$ cat src/hdl/rrh_pkg.sv
`default_nettype none
package rrh_pkg;

  typedef enum logic [1:0] {
    MODE_NORMAL       = 2'd0,
    MODE_WAIT_CONFIRM = 2'd1,
    MODE_RESET_WAIT   = 2'd2,
    MODE_RESET_EXEC   = 2'd3
  } mode_t;

  typedef enum logic [1:0] {
    OP_CONTROL    = 2'd0,
    OP_REPLY_SENT = 2'd1,
    OP_TICK       = 2'd2,
    OP_BUTTON     = 2'd3
  } op_t;

  typedef enum logic [2:0] {
    ACT_PING       = 3'd0,
    ACT_REQUEST    = 3'd1,
    ACT_CONFIRM    = 3'd2,
    ACT_DISCONNECT = 3'd3
  } act_t;

  localparam logic [1:0] STATUS_OK        = 2'd0;
  localparam logic [1:0] STATUS_BAD_ARG   = 2'd1;
  localparam logic [1:0] STATUS_BAD_STATE = 2'd2;

  localparam logic [1:0] INTENT_NONE    = 2'd0;
  localparam logic [1:0] INTENT_LOCAL   = 2'd1;
  localparam logic [1:0] INTENT_CONFIRM = 2'd2;

  localparam logic [1:0] CFG_CONFIRM_TOKEN = 2'd0;
  localparam logic [1:0] CFG_WINDOW_MS     = 2'd1;
  localparam logic [1:0] CFG_HOLD_MS       = 2'd2;

  localparam logic [31:0] TOKEN_RESET  = 32'd0;
  localparam logic [31:0] WINDOW_RESET = 32'd30000;
  localparam logic [31:0] HOLD_RESET   = 32'd1500;

  typedef struct packed {
    logic [31:0] confirm_token;
    logic [31:0] confirm_window_ms;
    logic [31:0] reply_hold_ms;
  } cfg_t;

  typedef struct packed {
    logic [1:0]  opcode;
    logic [2:0]  action;
    logic [31:0] token;
    logic [31:0] sequence_number;
    logic [31:0] now_ms;
    logic        link_drained;
  } item_t;

  typedef struct packed {
    logic [1:0] status;
    logic       fire_reset;
    logic [1:0] boot_intent;
    logic       reset_pending;
    logic [1:0] mode_now;
  } result_t;

endpackage
`default_nettype wire

$ cat src/hdl/rrh_cfg_regs.sv
`default_nettype none
module rrh_cfg_regs (
  input  wire logic          clk,
  input  wire logic          rst_n,
  input  wire logic          wr_en,
  input  wire logic [1:0]    wr_index,
  input  wire logic [31:0]   wr_data,
  output rrh_pkg::cfg_t      cfg
);

  rrh_pkg::cfg_t cfg_r;
  rrh_pkg::cfg_t cfg_nxt;

  always_comb begin
    cfg_nxt = cfg_r;
    if (wr_en) begin
      unique case (wr_index)
        rrh_pkg::CFG_CONFIRM_TOKEN: cfg_nxt.confirm_token     = wr_data;
        rrh_pkg::CFG_WINDOW_MS:     cfg_nxt.confirm_window_ms = wr_data;
        rrh_pkg::CFG_HOLD_MS:       cfg_nxt.reply_hold_ms     = wr_data;
        default: ;  // unmapped index: drop
      endcase
    end
  end

  always_ff @(posedge clk) begin
    if (!rst_n) begin
      cfg_r.confirm_token     <= rrh_pkg::TOKEN_RESET;
      cfg_r.confirm_window_ms <= rrh_pkg::WINDOW_RESET;
      cfg_r.reply_hold_ms     <= rrh_pkg::HOLD_RESET;
    end else begin
      cfg_r <= cfg_nxt;
    end
  end

  assign cfg = cfg_r;

endmodule
`default_nettype wire

$ cat src/hdl/rrh_engine.sv
`default_nettype none
module rrh_engine (
  input  wire logic          clk,
  input  wire logic          rst_n,
  input  wire logic          go,
  input  rrh_pkg::item_t     item,
  input  rrh_pkg::cfg_t      cfg,
  output rrh_pkg::result_t   result
);

  rrh_pkg::mode_t mode_r, mode_nxt;
  logic [31:0]    request_time_r, request_time_nxt;
  logic [31:0]    expected_seq_r, expected_seq_nxt;
  logic           reply_done_r, reply_done_nxt;
  logic [31:0]    reply_time_r, reply_time_nxt;
  logic           local_origin_r, local_origin_nxt;

  logic        act_valid;
  logic [31:0] need_token;
  logic        token_ok;
  logic        pending;
  logic [31:0] since_request;
  logic [31:0] since_reply;
  logic        confirm_ok;
  logic        reply_hit;
  logic        fire_ok;

  assign act_valid  = (item.action[2] == 1'b0);
  assign need_token = (item.action == rrh_pkg::ACT_REQUEST ||
                       item.action == rrh_pkg::ACT_CONFIRM) ? cfg.confirm_token : 32'd0;
  assign token_ok   = act_valid && (item.token == need_token);
  assign pending    = (mode_r == rrh_pkg::MODE_RESET_WAIT) ||
                      (mode_r == rrh_pkg::MODE_RESET_EXEC);

  // wrapping millisecond differences
  assign since_request = item.now_ms - request_time_r;
  assign since_reply   = item.now_ms - reply_time_r;

  assign confirm_ok = (mode_r == rrh_pkg::MODE_WAIT_CONFIRM) &&
                      (since_request <= cfg.confirm_window_ms);
  assign reply_hit  = (mode_r == rrh_pkg::MODE_RESET_WAIT) &&
                      (item.sequence_number == expected_seq_r);
  assign fire_ok    = item.link_drained && reply_done_r &&
                      (since_reply >= cfg.reply_hold_ms) &&
                      (mode_r == rrh_pkg::MODE_RESET_WAIT);

  // next state
  always_comb begin
    mode_nxt         = mode_r;
    request_time_nxt = request_time_r;
    expected_seq_nxt = expected_seq_r;
    reply_done_nxt   = reply_done_r;
    reply_time_nxt   = reply_time_r;
    local_origin_nxt = local_origin_r;
    unique case (item.opcode)
      rrh_pkg::OP_CONTROL: begin
        if (token_ok) begin
          unique case (item.action)
            rrh_pkg::ACT_DISCONNECT: begin
              if (!local_origin_r && mode_r != rrh_pkg::MODE_RESET_EXEC) begin
                mode_nxt       = rrh_pkg::MODE_NORMAL;
                reply_done_nxt = 1'b0;
              end
            end
            rrh_pkg::ACT_REQUEST: begin
              if (!pending) begin
                request_time_nxt = item.now_ms;
                mode_nxt         = rrh_pkg::MODE_WAIT_CONFIRM;
              end
            end
            rrh_pkg::ACT_CONFIRM: begin
              if (confirm_ok) begin
                expected_seq_nxt = item.sequence_number;
                reply_done_nxt   = 1'b0;
                mode_nxt         = rrh_pkg::MODE_RESET_WAIT;
              end
            end
            default: ;  // ping: no state change
          endcase
        end
      end
      rrh_pkg::OP_REPLY_SENT: begin
        if (reply_hit) begin
          reply_time_nxt = item.now_ms;
          reply_done_nxt = 1'b1;
        end
      end
      rrh_pkg::OP_TICK: begin
        if (fire_ok) begin
          mode_nxt = rrh_pkg::MODE_RESET_EXEC;
        end
      end
      rrh_pkg::OP_BUTTON: begin
        if (!local_origin_r) begin
          local_origin_nxt = 1'b1;
          reply_time_nxt   = item.now_ms;
          reply_done_nxt   = 1'b1;
          mode_nxt         = rrh_pkg::MODE_RESET_WAIT;
        end
      end
      default: ;
    endcase
  end

  // result fields
  always_comb begin
    result.status      = rrh_pkg::STATUS_OK;
    result.fire_reset  = 1'b0;
    result.boot_intent = rrh_pkg::INTENT_NONE;
    if (item.opcode == rrh_pkg::OP_CONTROL) begin
      if (!token_ok) begin
        result.status = rrh_pkg::STATUS_BAD_ARG;
      end else if (item.action == rrh_pkg::ACT_REQUEST && pending) begin
        result.status = rrh_pkg::STATUS_BAD_STATE;
      end else if (item.action == rrh_pkg::ACT_CONFIRM && !confirm_ok) begin
        result.status = rrh_pkg::STATUS_BAD_STATE;
      end
    end else if (item.opcode == rrh_pkg::OP_TICK && fire_ok) begin
      result.fire_reset  = 1'b1;
      result.boot_intent = local_origin_r ? rrh_pkg::INTENT_LOCAL : rrh_pkg::INTENT_CONFIRM;
    end
    result.mode_now      = mode_nxt;
    result.reset_pending = (mode_nxt == rrh_pkg::MODE_RESET_WAIT) ||
                           (mode_nxt == rrh_pkg::MODE_RESET_EXEC);
  end

  always_ff @(posedge clk) begin
    if (!rst_n) begin
      mode_r         <= rrh_pkg::MODE_NORMAL;
      request_time_r <= 32'd0;
      expected_seq_r <= 32'd0;
      reply_done_r   <= 1'b0;
      reply_time_r   <= 32'd0;
      local_origin_r <= 1'b0;
    end else if (go) begin
      mode_r         <= mode_nxt;
      request_time_r <= request_time_nxt;
      expected_seq_r <= expected_seq_nxt;
      reply_done_r   <= reply_done_nxt;
      reply_time_r   <= reply_time_nxt;
      local_origin_r <= local_origin_nxt;
    end
  end

endmodule
`default_nettype wire

$ cat src/hdl/reset_request_handshake_core.sv
// Reset request handshake core.
// Input channel (in_*): one event per transfer: control action, reply sent,
// process tick or local button. Transfer happens when in_valid is high and
// in_stall is low.
// Result channel (out_*): exactly one result per input event, in order, with
// status, fire_reset, boot_intent, reset_pending and the mode after the event.
// The receiver holds out_stall high to keep the current result on the port.
// Config channel (cfg_*): index 0 confirm token, 1 confirm window in ms,
// 2 reply hold time in ms; always ready. Write only while no event is in flight.
// A result passes the input register, then the result register, before it is
// on the out_ ports, and transfers when out_stall is low.
// Throughput: one event per cycle while out_stall is low; the event logic reads
// the handshake state and updates it in the same cycle the result is registered.
// A stalled result stops the result register; one more event is held in the
// input register, then in_stall rises until the result is taken.
// Synchronous reset (rst_n low) returns the mode to normal, clears all stamps
// and loads the config defaults (token 0, window 30000, hold 1500).
`default_nettype none
module reset_request_handshake_core (
  input  wire logic        clk,
  input  wire logic        rst_n,

  input  wire logic        in_valid,
  output logic             in_stall,
  input  wire logic [1:0]  in_opcode,
  input  wire logic [2:0]  in_action,
  input  wire logic [31:0] in_token,
  input  wire logic [31:0] in_sequence_number,
  input  wire logic [31:0] in_now_ms,
  input  wire logic        in_link_drained,

  output logic             out_valid,
  input  wire logic        out_stall,
  output logic [1:0]       out_status,
  output logic             out_fire_reset,
  output logic [1:0]       out_boot_intent,
  output logic             out_reset_pending,
  output logic [1:0]       out_mode_now,

  input  wire logic        cfg_valid,
  output logic             cfg_ready,
  input  wire logic [1:0]  cfg_index,
  input  wire logic [31:0] cfg_data
);

  rrh_pkg::cfg_t    cfg;
  rrh_pkg::item_t   item_r;
  rrh_pkg::result_t result;
  rrh_pkg::result_t result_r;

  logic in_valid_r, in_valid_nxt;
  logic out_valid_r, out_valid_nxt;
  logic in_take;
  logic advance;
  logic go;

  assign cfg_ready = 1'b1;

  rrh_cfg_regs u_cfg_regs (
    .clk      (clk),
    .rst_n    (rst_n),
    .wr_en    (cfg_valid && cfg_ready),
    .wr_index (cfg_index),
    .wr_data  (cfg_data),
    .cfg      (cfg)
  );

  // the result register frees up when empty or when its transfer completes
  assign advance  = !out_valid_r || !out_stall;
  assign go       = in_valid_r && advance;
  assign in_stall = in_valid_r && !advance;
  assign in_take  = in_valid && !in_stall;

  always_comb begin
    in_valid_nxt = in_valid_r;
    if (in_take) begin
      in_valid_nxt = 1'b1;
    end else if (go) begin
      in_valid_nxt = 1'b0;
    end
  end

  always_comb begin
    out_valid_nxt = out_valid_r;
    if (go) begin
      out_valid_nxt = 1'b1;
    end else if (!out_stall) begin
      out_valid_nxt = 1'b0;
    end
  end

  always_ff @(posedge clk) begin
    if (!rst_n) begin
      in_valid_r  <= 1'b0;
      out_valid_r <= 1'b0;
    end else begin
      in_valid_r  <= in_valid_nxt;
      out_valid_r <= out_valid_nxt;
    end
  end

  always_ff @(posedge clk) begin
    if (in_take) begin
      item_r.opcode          <= in_opcode;
      item_r.action          <= in_action;
      item_r.token           <= in_token;
      item_r.sequence_number <= in_sequence_number;
      item_r.now_ms          <= in_now_ms;
      item_r.link_drained    <= in_link_drained;
    end
    if (go) begin
      result_r <= result;
    end
  end

  rrh_engine u_engine (
    .clk    (clk),
    .rst_n  (rst_n),
    .go     (go),
    .item   (item_r),
    .cfg    (cfg),
    .result (result)
  );

  assign out_valid         = out_valid_r;
  assign out_status        = result_r.status;
  assign out_fire_reset    = result_r.fire_reset;
  assign out_boot_intent   = result_r.boot_intent;
  assign out_reset_pending = result_r.reset_pending;
  assign out_mode_now      = result_r.mode_now;

endmodule
`default_nettype wire

$ cat config.mk
export PLATFORM = sky130hd
export DESIGN_NAME = reset_request_handshake_core
export DESIGN_NICKNAME = d
export VERILOG_FILES = /design/src/hdl/rrh_pkg.sv /design/src/hdl/rrh_cfg_regs.sv /design/src/hdl/rrh_engine.sv /design/src/hdl/reset_request_handshake_core.sv
export SDC_FILE = /design/constraint.sdc
export NUM_CORES = 1
export LEC_CHECK = 0
export ABC_AREA = 1
export BUFFER_PORTS_ARGS = -buffer_cell sky130_fd_sc_hd__buf_2
export CAP_MARGIN = 20
export CORE_ASPECT_RATIO = 0.5
export CORE_MARGIN = 3
export CORE_UTILIZATION = 30
export CTS_CLUSTER_DIAMETER = 100
export CTS_CLUSTER_SIZE = 40
export DETAILED_ROUTE_END_ITERATION = 8
export PLACE_DENSITY = 0.53
export SLEW_MARGIN = 20
export SYNTH_ARGS = -nofsm -noshare
export SYNTH_HDL_FRONTEND = slang
export SYNTH_HIERARCHICAL = 1
export SYNTH_SLANG_ARGS = --single-unit
$ cat constraint.sdc
create_clock -name clk -period 5.25 [get_ports clk]
set_input_delay 0.525 -clock clk [delete_from_list [all_inputs] [get_ports clk]]
set_output_delay 0.525 -clock clk [all_outputs]
set_load 0.005 [all_outputs]
Yosys cells after proc, flatten, opt, wreduce, memory -nomap -nowiden
Index checks and enable logic that the tools add are counted.

word-level totals
  logic and storage cells = 119
  bits in read-only memories = 0
  output and inout bits = 11
  memories kept = 0
  bits in writable memories = 0
  register bits after elaboration = 308
  bits in latches = 0

cells by class
  bitwise logic cells = 3
  shift-type cells = 0
  multiplexer cells = 28
  $lt $le $gt $ge = 2
  reduce and logical (&&, ||, !) cells = 38
  equal/unequal tests = 23
  add/subtract/negate cells = 2
  multiply operators = 0
  divide/modulo/power cells = 0

operators by type and width
  operator                                                               number
  32-bit two-way mux                                                     3
  32-bit equality test                                                   2
  32-bit one-hot mux with 2 select lines                                 1
  32-bit subtractor                                                      2
  32-bit >= comparator                                                   1
  32-bit less-or-equal comparator                                        1
  2-bit two-way mux                                                      9
  2-bit equality test, second input constant                             7
  1-bit logical AND                                                      13
  2-bit one-hot mux with 3 select lines                                  2
  1-bit two-way mux                                                      10
  2-bit AND reduction                                                    5
  5-bit AND reduction                                                    2
  3-bit by 2-bit != test with 1-bit output, second input constant        3
  8-bit AND reduction                                                    1
  2-bit by 1-bit equality test with 1-bit output, second input constant  3
  3-bit by 2-bit equality test with 1-bit output, second input constant  2
  1-bit logical NOT                                                      6
  2-bit by 1-bit != test with 1-bit output, second input constant        3
  2-bit logical NOT                                                      2
  1-bit logical OR                                                       4
  2-bit != test, second input constant                                   2
  4-bit AND reduction                                                    1
  2-bit nonzero test                                                     2
  other kinds (7)                                                        9

Longest topological paths before layout
Gate-level depths: netlist (run 1).

  depth in word-level cells = 9
  mapped depth = 34
  mapped depth without buffers = 34

Hierarchy
The synthesis (run 1) kept the hierarchy.

modules (own cells, without submodules)
  module                        area an instance (sq um)  times used  sequential area each (sq um)  cells each
  rrh_engine                    9794.4                    1           2001.9                        1503
  rrh_cfg_regs                  3947.5                    1           1921.8                        593
  reset_request_handshake_core  3409.5                    1           3343.2                        125

Least setup slack after synthesis (run 1)
OpenSTA, ideal clock, no wires.

  kind = register to register
  from = register item_r[1] (netlist name)
  to = register u_engine.expected_seq_r[13]
  setup slack = 1051 ps
  stages on the path, launching flop included = 29
  library setup time = 135 ps
  data arrival time = 4065 ps
  data required time = 5115 ps
  path buffers = 2
  cells stage by stage = edfxtp_1 inv_1 ha_1 fa_1 inv_1 nand3_1 nand2_1 nand2_1 nand2_1 o21ai_0 o21ai_0 a21oi_1 o21ai_0 a21oi_1 o21ai_0 xor2_1 ha_1 nand2_1 nor2_1 nand2_1 nand3_1 a21oi_1 nand2_1 nand2_1 nand3_1 nor2_2 buf_2 buf_4 a211oi_1

between the ends
  longest elaborated chain between the ends = 4

ends and longest elaborated chain
  element                               RTL line                            source
  from (decl)                           reset_request_handshake_core.sv:47  rrh_pkg::item_t item_r;
  32-bit subtractor                     rrh_engine.sv:36                    assign since_request = item.now_ms - request_time_r;
  32-bit less-or-equal comparator       rrh_engine.sv:40                    (since_request <= cfg.confirm_window_ms);
  1-bit logical AND                     rrh_engine.sv:39                    assign confirm_ok = (mode_r == rrh_pkg::MODE_WAIT_CONFIRM) &&
  5-bit AND reduction (no source line)  -
  to (signal assigned)                  rrh_engine.sv:138                   expected_seq_r <= expected_seq_nxt;
  to (decl)                             rrh_engine.sv:13                    logic [31:0] expected_seq_r, expected_seq_nxt;

No other way between the ends.
A chain may end at the register's enable or synchronous reset.

Worst setup path in the final report (run 1)
  from = register item_r[1] (netlist name)
  to = register u_engine.expected_seq_r[5]

The elaborated chain is that of the path after synthesis.

==> key figures, run 1 <==
Status
  – Outcome: complete, no violations

Placed design
  – IO buf count: 150
  – Post-DP HPWL: 34.4 mm
  – GPL Wtd Cong: 0.903

Pwr
  – Sw Share: 0.301
  – Power Dens Cells: 259 nW/µm²
  – Clock power frac: 0.262
  – Total power: 4.93 mW
  – Sequential share of power: 0.537
  – Worst VDD drop: 0.000196 V
  – NetSw: 1.48 mW
  – Int Power: 3.44 mW
  – Combinational power share: 0.200
  – Leak: 8.38 nW

Timing
  – Final hold vios: 0
  – Max-slew headroom: 0.357
  – Setup TNS: 0 ps
  – Final clock skew: 41.2 ps
  – # setup viols final: 0
  – Time the worst path needs with I/O delays and setup: 4660 ps
  – Tcrit/Tclk final: 0.887
  – Max Fclk: 0.215 GHz
  – Slew Limit Fails: 0
  – RSZ-0062 raised after global routing: no
  – Worst-Margin Slew: 961 ps

Floorplanning
  – Starting Density: 0.306
  – Boundary Pins: 152
  – Chip height: 175 µm
  – Die Span X: 344 µm
  – Core area: 56,000 µm²
  – Die area: 60,300 µm²
  – Row count: 61

Critical path
  – CP arrival: 5090 ps
  – CP Class: flop to flop
  – Worst Setup Start Kind: flop
  – Setup crit end kind: flop
  – Worst-path maximum fanout: 17
  – WP data required: 5680 ps
  – R2R Setup Slk: 590 ps

Synthesis
  – Main flop type after synthesis: dfxtp_1
  – YS warnings: 6
  – Async SR Flop Fraction: 0
  – Net Count, Synth: 2,490
  – Register bit total from synthesis: 308
  – Area of the mapped netlist: 17,200 µm²
  – Post-synthesis sequential area ratio: 0.424
  – Synth unique cells: 46
  – Post-synth EDFFs: 110
  – Synth Instances: 2,221
  – Mean area per synthesized cell: 7.72 µm²

Clock tree
  – TritonCTS Sinks: 308
  – Clk root buf: clkbuf_16
  – Post_cts resized: 0
  – Total number of H-tree levels: 1
  – CTS Hold Bufs: 0
  – Cts bufs inserted: 12
  – Clk pin slew, worst setup/hold paths: 150 ps
  – Postcts setup bufs: 0
  – Max clock buf depth: 3
  – TritonCTS clock tree: yes
  – Clock Latency Late Sink: 540 ps

Routing
  – ANT nets after route: 0
  – Vias per inst: 4.52
  – DRC: 0
  – Drt initial violations: 1,007
  – Avg WL per Cell: 14.5 µm
  – First-pass DRT Iterations: 5
  – Total wire length: 44.9 mm
  – Vias: 14,000

Global route
  – Initial antenna violation count: 3
  – Largest net degree at the start of global routing: 75
  – Vias in the first global route: 13,100
  – GRT Util Overall: 0.147
  – Total global routing overflow: 0
  – First-pass GRT wire length: 71.6 mm

Hold path
  – Hold crit path type: input pin to flop

Layout
  – Nets: 2,593
  – Fillers: 6,054
  – Layout cells sized above 1: 0.0880
  – Area grow syn2layout: 11.0%

Job
  – Max-cap violations: 0
[critical path, cell delays in order (launching register included)]
cell	delay [ps]
edfxtp_1	380
inv_1	80
ha_1	250
fa_1	430
inv_1	70
nand3_1	60
nand2_1	100
nand2_1	60
nand2_1	50
o21ai_0	140
o21ai_2	210
a21oi_1	160
o211ai_1	380
nand2_1	100
o211ai_1	110
xor2_1	100
ha_1	280
nand2_1	60
nor2_1	140
nand2_1	80
nor2_1	140
nand2_1	70
nand2_1	180
nand3_1	190
nor2_2	210
buf_4	240
nor2_1	60
a211oi_1	210
[flip-flops by register name (all words and copies together) (netlist names), 32 cells and up]
signal,cells
item_r,102
u_cfg_regs/cfg,96
u_engine/expected_seq_r,32
u_engine/reply_time_r,32
u_engine/request_time_r,32
[power by group through the flow]
stage               Sequential, mW  Clock [mW]  Combinational (mW)
global placement              2.70           0               0.974
global route                  2.66        1.43                1.13
finish                        2.65        1.29               0.987
CTS                           2.65        1.36               0.988
floorplan                     2.68           0               0.693
detailed placement            2.70           0               0.981
[final timing paths]
check	start	end	depth (start not counted)
hold reg to reg	u_engine/reply_time_r[29]$_SDFFE_PN0P_	u_engine/reply_time_r[29]$_SDFFE_PN0P_	2
hold / removal	in_now_ms[30]	item_r[31]$_DFFE_PP_	1
setup reg to reg	item_r[1]$_DFFE_PP_	u_engine/expected_seq_r[5]$_SDFFE_PN0P_	27
setup / recovery	item_r[1]$_DFFE_PP_	u_engine/expected_seq_r[5]$_SDFFE_PN0P_	27
[metal layers]
layer | global-route usage | vias up | share of wire
li1 | - | 7415 | -
met1 | 0.214 | 6310 | 0.50
met2 | 0.236 | 195 | 0.45
met3 | 0.0158 | 45 | 0.026
met4 | 0.0302 | 2 | 0.019
met5 | 0 | - | 0.00016
[logic make-up (layout without fill, tap and decap cells)]
group | Yosys count | after routing | synth area share
simple gates | 871 | 871 | 0.212
buf+inv | 429 | 538 | 0.0996
compound gates | 401 | 401 | 0.127
flops | 308 | 308 | 0.424
fa+ha+maj | 128 | 128 | 0.0943
xor+xnor | 83 | 83 | 0.0424
other cells | 1 | 3 | 0.000219
[cell usage after synthesis, types with 2 or more instances]
| cell | count | area share |
|---|---|---|
| nand2_1 | 421 | 0.092 |
| inv_1 | 351 | 0.077 |
| nor2_1 | 254 | 0.056 |
| a21oi_1 | 217 | 0.063 |
| dfxtp_1 | 198 | 0.23 |
| ha_1 | 126 | 0.092 |
| edfxtp_1 | 110 | 0.19 |
| nand3_1 | 93 | 0.027 |
| o21ai_0 | 86 | 0.025 |
| xor2_1 | 53 | 0.027 |
| nor3_1 | 45 | 0.013 |
| xnor2_1 | 30 | 0.015 |
| clkbuf_1 | 28 | 0.0061 |
| o21ai_1 | 28 | 0.0082 |
| buf_2 | 25 | 0.0073 |
| nand4_1 | 23 | 0.0084 |
| nand3b_1 | 20 | 0.0088 |
| a211oi_1 | 18 | 0.0079 |
| a31oi_1 | 10 | 0.0036 |
| o21a_1 | 10 | 0.0044 |
| buf_1 | 9 | 0.0020 |
| buf_4 | 8 | 0.0035 |
| a21o_1 | 7 | 0.0031 |
| buf_6 | 5 | 0.0033 |
| o221ai_1 | 5 | 0.0026 |
| nor4_1 | 4 | 0.0015 |
| o211ai_1 | 4 | 0.0018 |
| a211o_1 | 3 | 0.0015 |
| a21boi_0 | 3 | 0.0013 |
| inv_2 | 3 | 0.00066 |
| o21bai_1 | 3 | 0.0013 |
| fa_1 | 2 | 0.0023 |
| nand2_2 | 2 | 0.00073 |
| nand3_2 | 2 | 0.0012 |
| nor2_4 | 2 | 0.0013 |
| o31ai_1 | 2 | 0.00088 |
| or2_2 | 2 | 0.00073 |
[cell usage in the layout (no fill, tap or decap), drive strengths merged, types with 20 or more instances in the layout]
cell	netlist	final
buf	47	164
xor2	53	53
nor3	46	46
nand2	423	423
inv	354	357
nand3	95	95
nand3b	20	20
ha	126	126
edfxtp	110	110
nand4	23	23
o21ai	114	114
xnor2	30	30
nor2	257	257
a21oi	218	218
dfxtp	198	198
[cell type report]
class	instances	area, µm²	share of cell area
antenna	2	5.00	0.000263
clock buffer	15	343	0.0180
clock inverter	5	58.8	0.00309
inverter	354	1330	0.0700
multi-input combinational	1484	8190	0.431
sequential	308	7270	0.382
tap	756	946	0.0497
timing repair buffer	164	886	0.0465
[per-stage QoR]
stage | cells | area [µm²] | setup WS, ps | hold slack (ps) | utilization
global route | 3088 | 19000 | 14.2 | 119 | 0.340
detailed placement | 3066 | 18600 | 397 | 445 | 0.332
finish | 3088 | 19000 | 593 | 149 | 0.340
floorplan | 2221 | 17200 | 1050 | 429 | -
CTS | 3086 | 19000 | 298 | 121 | 0.339
global placement | 3065 | 18600 | 531 | 441 | 0.332
Note: power is estimated with default switching activity, not from simulation.
==> run 2, diff against run 1 <==
--- a/config.mk
+++ b/config.mk
@@ -10,13 +10,12 @@
 export CAP_MARGIN = 20
 export CORE_ASPECT_RATIO = 0.5
 export CORE_MARGIN = 3
-export CORE_UTILIZATION = 30
+export CORE_UTILIZATION = 35
 export CTS_CLUSTER_DIAMETER = 100
 export CTS_CLUSTER_SIZE = 40
 export DETAILED_ROUTE_END_ITERATION = 8
-export PLACE_DENSITY = 0.53
+export PLACE_DENSITY = 0.59
 export SLEW_MARGIN = 20
 export SYNTH_ARGS = -nofsm -noshare
 export SYNTH_HDL_FRONTEND = slang
-export SYNTH_HIERARCHICAL = 1
 export SYNTH_SLANG_ARGS = --single-unit
==> run 2 against run 1 <==
Sequential power is essentially flat. Critical path depth is 6 lower. Wire length rose by 0.30%. First-iteration DRC count increased by 0.99%. Global-route usage rose by 2.7 points. Count of clock-buffer cells in the layout rose by 1. Cell area is 3.3% lower. Combinational power hardly changed. Register-to-register slack got worse by 280 ps. Highest routed layer is now met4.
==> key figures, run 2 <==
Status
  – Outcome: complete, no violations (unchanged)

Synthesis
  – Post-synthesis compound-gate area fraction: 0.174 (was 0.127)
  – Main flop type after synthesis: dfxtp_1 (unchanged)
  – Synth area leaders: dfxtp_1, edfxtp_1, ha_1 (was dfxtp_1, edfxtp_1, nand2_1)
  – Mean area per synthesized cell: 8.13 µm² (was 7.72 µm²)
  – Post-synth EDFFs: 110 (unchanged)
  – Async SR Flop Fraction: 0 (unchanged)
  – Post-synthesis xor/xnor area fraction: 0.0403 (was 0.0424)
  – Post-Synth Simple-Gate Area: 0.171 (was 0.212)
  – Synth unique cells: 53 (was 46)
  – Share of the synthesized area in the top cell type: 0.240 (was 0.231)
  – Register bit total from synthesis: 308 (unchanged)
  – Net Count, Synth: 2,303 (was 2,490)
  – Synth Instances: 2,030 (was 2,221)
  – Most common library cells after synthesis: nand2_1, inv_1, a21oi_1 (was nand2_1, inv_1, nor2_1)
  – Largest family of logic cells by synthesized area: compound AO/OA/AOI/OAI gates (was simple AND/OR/NAND/NOR gates)
  – Largest area contributor in the netlist: dfxtp_1 (unchanged)
  – Area of the mapped netlist: 16,500 µm² (was 17,200 µm²)
  – Most common cell in the netlist: nand2_1 (unchanged)
  – Mux cell area share after synthesis: 0 (unchanged)
  – Synth Area in Adders: 0.101 (was 0.0943)
  – YS warnings: 0 (was 6)
  – Post-synthesis sequential area ratio: 0.440 (was 0.424)

Layout
  – Register bank with the most flops: item_r (unchanged)
  – Most frequent cells in the layout: nand2_1, inv_1, a21oi_1 (was nand2_1, inv_1, nor2_1)
  – Area grow syn2layout: 11.5% (was 11.0%)
  – Most common cell after layout, fill and taps aside: nand2_1 (unchanged)
  – Max FFs per register: 102 (unchanged)
  – Final instance area: 18,400 µm² (was 19,000 µm²)
  – Nets: 2,422 (was 2,593)
  – Non-filler cells, final: 2,783 (was 3,088)
  – Layout cells sized above 1: 0.0961 (was 0.0880)

Routing
  – Total wire length: 45.1 mm (was 44.9 mm)
  – ANT nets after route: 0 (unchanged)
  – First-pass DRT Iterations: 8 (was 5)
  – DRC: 0 (unchanged)
  – Vias: 13,700 (was 14,000)
  – Vias per inst: 4.92 (was 4.52)
  – Avg WL per Cell: 16.2 µm (was 14.5 µm)
  – Drt initial violations: 1,017 (was 1,007)

Timing
  – # setup viols final: 0 (unchanged)
  – Tcrit/Tclk final: 0.940 (was 0.887)
  – Time the worst path needs with I/O delays and setup: 4940 ps (was 4660 ps)
  – Final hold vios: 0 (unchanged)
  – Setup TNS: 0 ps (unchanged)
  – Worst-Margin Slew: 880 ps (was 961 ps)
  – Minimum hold slack: 146 ps (was 149 ps)
  – Max-slew headroom: 0.414 (was 0.357)
  – Max Fclk: 0.203 GHz (was 0.215 GHz)
  – Final clock skew: 37.5 ps (was 41.2 ps)
  – Slew Limit Fails: 0 (unchanged)

Placed design
  – Placed Cells: 2,760 (was 3,066)
  – DP Area: 17,900 µm² (was 18,600 µm²)
  – IO buf count: 150 (unchanged)
  – GPL Wtd Cong: 0.889 (was 0.903)
  – Post-DP HPWL: 34.1 mm (was 34.4 mm)

Global route
  – GRT Util Overall: 0.175 (was 0.147)
  – Vias in the first global route: 12,700 (was 13,100)
  – First-pass GRT wire length: 70.1 mm (was 71.6 mm)
  – Initial antenna violation count: 1 (was 3)
  – Largest net degree at the start of global routing: 197 (was 75)
  – Total global routing overflow: 0 (unchanged)

Critical path
  – Setup crit end kind: flop (unchanged)
  – CP Class: flop to flop (unchanged)
  – CP arrival: 5250 ps (was 5090 ps)
  – Reg-to-reg startpoint: item_r[3]$_DFFE_PP_ (was item_r[1]$_DFFE_PP_)
  – R2R Setup Slk: 310 ps (was 590 ps)
  – Critical R2R Capture: out_mode_now[0]$_DFFE_PP_ (was u_engine/expected_seq_r[5]$_SDFFE_PN0P_)
  – Worst-path maximum fanout: 5 (was 17)
  – Worst Setup Start Kind: flop (unchanged)
  – WP data required: 5570 ps (was 5680 ps)
  – Worst reg-to-reg path cell count: 21 (was 27)

Clock tree
  – TritonCTS Sinks: 308 (unchanged)
  – Postcts setup bufs: 0 (unchanged)
  – Clock Latency Late Sink: 540 ps (about the same)
  – Max clock buf depth: 3 (unchanged)
  – TritonCTS clock tree: yes (unchanged)
  – CTS Hold Bufs: 0 (unchanged)
  – Cts bufs inserted: 12 (unchanged)
  – Clk pin slew, worst setup/hold paths: 150 ps (about the same)
  – Total number of H-tree levels: 1 (unchanged)
  – Clk root buf: clkbuf_16 (unchanged)

Hold path
  – Hold crit path type: input pin to flop (unchanged)
  – Hold_sp: in_now_ms[31] (was in_now_ms[30])
  – Hold endpoint: item_r[32]$_DFFE_PP_ (was item_r[31]$_DFFE_PP_)
  – WHS Path Cells: 1 (unchanged)

Floorplanning
  – Boundary Pins: 152 (unchanged)
  – Core area: 45,900 µm² (was 56,000 µm²)
  – Die area: 50,000 µm² (was 60,300 µm²)
  – Row count: 55 (was 61)
  – Starting Density: 0.360 (was 0.306)
  – Die Span X: 313 µm (was 344 µm)
  – Chip height: 160 µm (was 175 µm)

Pwr
  – Int Power: 3.44 mW (about the same)
  – Total power: 4.93 mW (about the same)
  – Worst VDD drop: 0.000198 V (was 0.000196 V)
  – Leak: 7.54 nW (was 8.38 nW)
  – Sw Share: 0.302 (was 0.301)
  – Sequential share of power: 0.536 (was 0.537)
  – Combinational power share: 0.200 (about the same)
  – Clock power frac: 0.264 (was 0.262)
  – NetSw: 1.49 mW (was 1.48 mW)
  – Power Dens Cells: 268 nW/µm² (was 259 nW/µm²)

Job
  – Max-cap violations: 0 (unchanged)
[run 2: cell types whose count changed after synthesis, moves of 14 or more]
| cell | change |
|---|---|
| o21ai_0 | +116 |
| a211oi_1 | -15 |
| nand3_1 | -56 |
| buf_2 | -20 |
| inv_1 | -106 |
| clkbuf_1 | +25 |
| nor2_1 | -60 |
| a21oi_1 | +25 |
| nand2_1 | -97 |
| o211ai_1 | +14 |
[run 2: area by class of cell]
cell class                      count  area, µm²
Fill cell                        4710      27500
Sequential cell                   308       7270
Clock inverter                      4       67.6
Inverter                          247        930
Timing Repair Buffer              171        973
Tap cell                          627        785
Clock buffer                       16        337
Multi-Input combinational cell   1409       8050
Antenna cell                        1       2.50
[run 2: cells by family (layout without fill, tap and decap cells)]
| kind of cell | count (synthesis) | in the layout |
|---|---|---|
| AO/OA/AOI/OAI | 538 | 538 |
| XOR/XNOR | 76 | 76 |
| adder cells (fa/ha/maj) | 132 | 132 |
| buffers and inverters | 313 | 438 |
| flip-flops | 308 | 308 |
| other | 1 | 2 |
| AND/OR/NAND/NOR | 662 | 662 |
[run 2: metal layers]
metal  share of wire  up-vias  global-route usage
li1                -     7077                   -
met1            0.51     6298               0.259
met2            0.43      276               0.274
met3           0.043       41              0.0207
met4           0.019        0              0.0321
met5               0        -                   0
[run 2: critical path: stages, from the launching register on]
cell,delay (ps)
edfxtp_1,450
ha_1,430
nand3_1,110
nand2_1,130
a21oi_1,130
o21ai_0,570
a31oi_1,240
o21ai_0,380
nand3_1,110
nand2_1,120
a21oi_1,90
xnor2_1,260
ha_1,300
a21oi_1,150
o21a_1,170
o221ai_1,110
a21oi_1,340
nand3_1,250
a21oi_1,190
nand2_1,70
nand2_1,80
inv_1,40
[run 2: how the worst max path moves through the flow]
stage	depth (start not counted)	slack [ps]	start	to
after global routing	30	-20	item_r[1]$_DFFE_PP_	u_engine.expected_seq_r[0]$_SDFFE_PN0P_
final	21	310	item_r[3]$_DFFE_PP_	out_mode_now[0]$_DFFE_PP_
after CTS	30	120	item_r[1]$_DFFE_PP_	u_engine.expected_seq_r[7]$_SDFFE_PN0P_
after detailed placement	26	-10	item_r[3]$_DFFE_PP_	u_engine.expected_seq_r[7]$_SDFFE_PN0P_
after global placement	26	160	item_r[3]$_DFFE_PP_	u_engine.expected_seq_r[15]$_SDFFE_PN0P_
after floorplan	26	960	item_r[3]$_DFFE_PP_	u_engine.expected_seq_r[27]$_SDFFE_PN0P_
[run 2: per-stage QoR]
step                utilization  setup WS [ps]
floorplan                     -            964
global placement          0.391            159
detailed placement        0.391          -11.6
CTS                       0.399            122
global route              0.401          -15.1
finish                    0.401            313
[run 2: power groups by stage]
stage / clock [mW] / combinational [mW] / sequential (mW)
floorplan: 0 / 0.669 / 2.68
global placement: 0 / 0.962 / 2.69
detailed placement: 0 / 0.973 / 2.70
CTS: 1.34 / 0.979 / 2.64
global route: 1.43 / 1.12 / 2.65
finish: 1.30 / 0.985 / 2.64
[run 2: what timing repair did]
action,CTS,global route
endpoints found under the setup margin,32,36
resized for setup,2,9
cloned,0,1
pin swaps,0,1
==> run 3, diff against run 2 <==
--- a/config.mk
+++ b/config.mk
@@ -14,6 +14,7 @@
 export CTS_CLUSTER_DIAMETER = 100
 export CTS_CLUSTER_SIZE = 40
 export DETAILED_ROUTE_END_ITERATION = 8
+export GPL_TIMING_DRIVEN = 0
 export PLACE_DENSITY = 0.59
 export SLEW_MARGIN = 20
 export SYNTH_ARGS = -nofsm -noshare
==> run 3 against run 2 <==
Worst setup slack got worse by 14 ps. First-iteration DRC count fell by 4.2%. Clock skew increased by 17 ps. Cell area up 1.3%. Count of clock-buffer cells in the layout did not move. Sequential share of layout area decreased by 0.51 points. Critical path depth rose by 10. Critical path type unchanged. Via count is 2.2% higher. Global-route usage grew 1.3 points. Cell count up 2.0%. Utilization is 0.52 points higher. Register-to-register slack about the same.
==> key figures, run 3 (synthesized netlist as in run 2, its figures left out) <==
Status
  – Outcome: complete, no violations (unchanged)

Hold path
  – Hold_sp: in_now_ms[27] (was in_now_ms[31])
  – Hold crit path type: input pin to flop (unchanged)
  – Hold endpoint: item_r[28]$_DFFE_PP_ (was item_r[32]$_DFFE_PP_)
  – WHS Path Cells: 1 (unchanged)

Layout
  – Area of the multi-input gates: 8120 µm² (was 8050 µm²)
  – Register bank with the most flops: item_r (unchanged)
  – Fillers: 4,771 (was 4,710)
  – Most common cell after layout, fill and taps aside: nand2_1 (unchanged)
  – Nets: 2,474 (was 2,422)
  – Non-filler cells, final: 2,838 (was 2,783)
  – Area grow syn2layout: 13.0% (was 11.5%)
  – Final instance area: 18,600 µm² (was 18,400 µm²)
  – Layout cells sized above 1: 0.0988 (was 0.0961)
  – Most frequent cells in the layout: nand2_1, inv_1, a21oi_1 (unchanged)
  – Sequential cell area: 7270 µm² (unchanged)
  – Max FFs per register: 102 (unchanged)

Placed design
  – IO buf count: 149 (was 150)
  – DP Area: 18,100 µm² (was 17,900 µm²)
  – Dpl ws: -1640 ps (was -11.6 ps)
  – Post-DP HPWL: 38.5 mm (was 34.1 mm)
  – GPL Wtd Cong: 0.910 (was 0.889)
  – Placed Cells: 2,807 (was 2,760)

Floorplanning
  – Boundary Pins: 152 (unchanged)
  – Die Span X: 313 µm (unchanged)
  – Die area: 50,000 µm² (unchanged)
  – Chip height: 160 µm (unchanged)
  – Row count: 55 (unchanged)
  – Core area: 45,900 µm² (unchanged)
  – Starting Density: 0.360 (unchanged)

Critical path
  – Most frequent CP cell: nand2_1 (was a21oi_1)
  – Setup crit end kind: flop (unchanged)
  – Worst reg-to-reg path cell count: 31 (was 21)
  – Critical R2R Capture: u_engine.expected_seq_r[24]$_SDFFE_PN0P_ (was out_mode_now[0]$_DFFE_PP_)
  – WP data required: 5720 ps (was 5570 ps)
  – Max stage delay on crit path: 510 ps (was 570 ps)
  – CP arrival: 5420 ps (was 5250 ps)
  – CP Class: flop to flop (unchanged)
  – R2R Setup Slk: 300 ps (was 310 ps)
  – Reg-to-reg startpoint: item_r[4]$_DFFE_PP_ (was item_r[3]$_DFFE_PP_)
  – Worst-path maximum fanout: 10 (was 5)
  – Worst Setup Start Kind: flop (unchanged)
  – Crit path max-delay cell type: edfxtp_1 (was o21ai_0)

Timing
  – Tcrit/Tclk final: 0.943 (was 0.940)
  – Max Fclk: 0.202 GHz (was 0.203 GHz)
  – RSZ-0062 raised after global routing: no
  – Time the worst path needs with I/O delays and setup: 4950 ps (was 4940 ps)
  – Max-slew headroom: 0.314 (was 0.414)
  – Setup TNS: 0 ps (unchanged)
  – Worst-Margin Slew: 1030 ps (was 880 ps)
  – Minimum hold slack: 136 ps (was 146 ps)
  – Slew Limit Fails: 0 (unchanged)
  – Final hold vios: 0 (unchanged)
  – Final clock skew: 54.7 ps (was 37.5 ps)
  – # setup viols final: 0 (unchanged)
  – Setup WS post-layout: 300 ps (was 313 ps)

Global route
  – Initial antenna violation count: 6 (was 1)
  – Largest net degree at the start of global routing: 57 (was 197)
  – First-pass GRT wire length: 73.9 mm (was 70.1 mm)
  – GR met3 Demand/Resource: 0.0200 (was 0.0207)
  – Global routing's busiest layer: met2 (unchanged)
  – Vias in the first global route: 13,400 (was 12,700)
  – Total global routing overflow: 0 (unchanged)
  – GRT met2 Usage: 0.308 (was 0.274)
  – GRT Util Overall: 0.188 (was 0.175)
  – Met1 usage in global routing: 0.269 (was 0.259)

Routing
  – Vias: 14,000 (was 13,700)
  – Vias per inst: 4.93 (was 4.92)
  – Drt initial violations: 974 (was 1,017)
  – ANT nets after route: 0 (unchanged)
  – Total wire length: 48.2 mm (was 45.1 mm)
  – Avg WL per Cell: 17.0 µm (was 16.2 µm)
  – DRC: 0 (unchanged)
  – First-pass DRT Iterations: 6 (was 8)

Pwr
  – Power Dens Cells: 265 nW/µm² (was 268 nW/µm²)
  – Int Power: 3.44 mW (about the same)
  – NetSw: 1.50 mW (was 1.49 mW)
  – Leak: 7.61 nW (was 7.54 nW)
  – Sw Share: 0.303 (was 0.302)
  – Clock power frac: 0.261 (was 0.264)
  – Worst VDD drop: 0.000197 V (was 0.000198 V)
  – Sequential share of power: 0.535 (was 0.536)
  – Combinational power share: 0.203 (was 0.200)

Clock tree
  – CTS Hold Bufs: 0 (unchanged)
  – Clk root buf: clkbuf_16 (unchanged)
  – TritonCTS Sinks: 308 (unchanged)
  – Clk pin slew, worst setup/hold paths: 160 ps (was 150 ps)
  – Total number of H-tree levels: 1 (unchanged)
  – TritonCTS clock tree: yes (unchanged)
  – Cts bufs inserted: 12 (unchanged)
  – Max clock buf depth: 3 (unchanged)
  – Clock Latency Late Sink: 550 ps (was 540 ps)

Job
  – Max-cap violations: 0 (unchanged)
==> run 3: changes by cell type in the layout (fill, tap and decap cells not counted), sizes merged <==
cell	before	now
clkbuf	17	69
diode	1	4
==> run 3: how the worst max path moves through the flow <==
stage                                                     endpoint                 from
after global routing      u_engine.expected_seq_r[26]$_SDFFE_PN0P_  item_r[1]$_DFFE_PP_
after floorplan           u_engine.expected_seq_r[27]$_SDFFE_PN0P_  item_r[3]$_DFFE_PP_
after global placement    u_engine.expected_seq_r[17]$_SDFFE_PN0P_  item_r[3]$_DFFE_PP_
final                     u_engine.expected_seq_r[24]$_SDFFE_PN0P_  item_r[4]$_DFFE_PP_
after CTS                 u_engine.expected_seq_r[24]$_SDFFE_PN0P_  item_r[3]$_DFFE_PP_
after detailed placement  u_engine.expected_seq_r[17]$_SDFFE_PN0P_  item_r[3]$_DFFE_PP_
==> run 3: what timing repair did <==
action / CTS / global route
setup endpoints to repair: 39 / 38
gates resized for setup: 18 / 21
buffers inserted: 0 / 7
pin swaps: 1 / 5
==> run 3: cell type report <==
class / instances / area share
timing repair buffer: 157 / 0.0443
buffer: 66 / 0.0163
sequential: 308 / 0.390
clock inverter: 4 / 0.00342
clock buffer: 16 / 0.0180
multi-input combinational: 1409 / 0.435
tap: 627 / 0.0421
antenna: 4 / 0.000537
inverter: 247 / 0.0503
==> run 3: metal layers <==
layer  wire length, µm  part of all wire
met5                12           0.00025
met2             21800              0.45
met1             23800              0.49
met3              1960             0.041
met4               641             0.013
==> run 3: worst max-delay path: cells and delay by family, from the launching register on <==
family / cells / cell delay, ps
simple gates: 20 / 2290
flops: 1 / 510
buf+inv: 3 / 460
fa+ha+maj: 2 / 690
compound gates: 6 / 920
==> run 3: metrics by stage <==
| step | total power [mW] | util |
|---|---|---|
| after CTS | 4.97 | 0.403 |
| after floorplan | 3.34 | - |
| final | 4.94 | 0.406 |
| after detailed placement | 3.67 | 0.394 |
| after global placement | 3.66 | 0.393 |
| after global routing | 5.21 | 0.406 |
==> run 3: power by group through the flow <==
stage          Clock [mW]  Combinational, mW  Sequential (mW)
2_1_floorplan           0              0.669             2.68
3_3_place_gp            0              0.961             2.70
3_5_place_dp            0              0.978             2.70
4_1_cts              1.34              0.987             2.64
5_1_grt              1.41               1.14             2.66
6_report             1.29               1.00             2.64
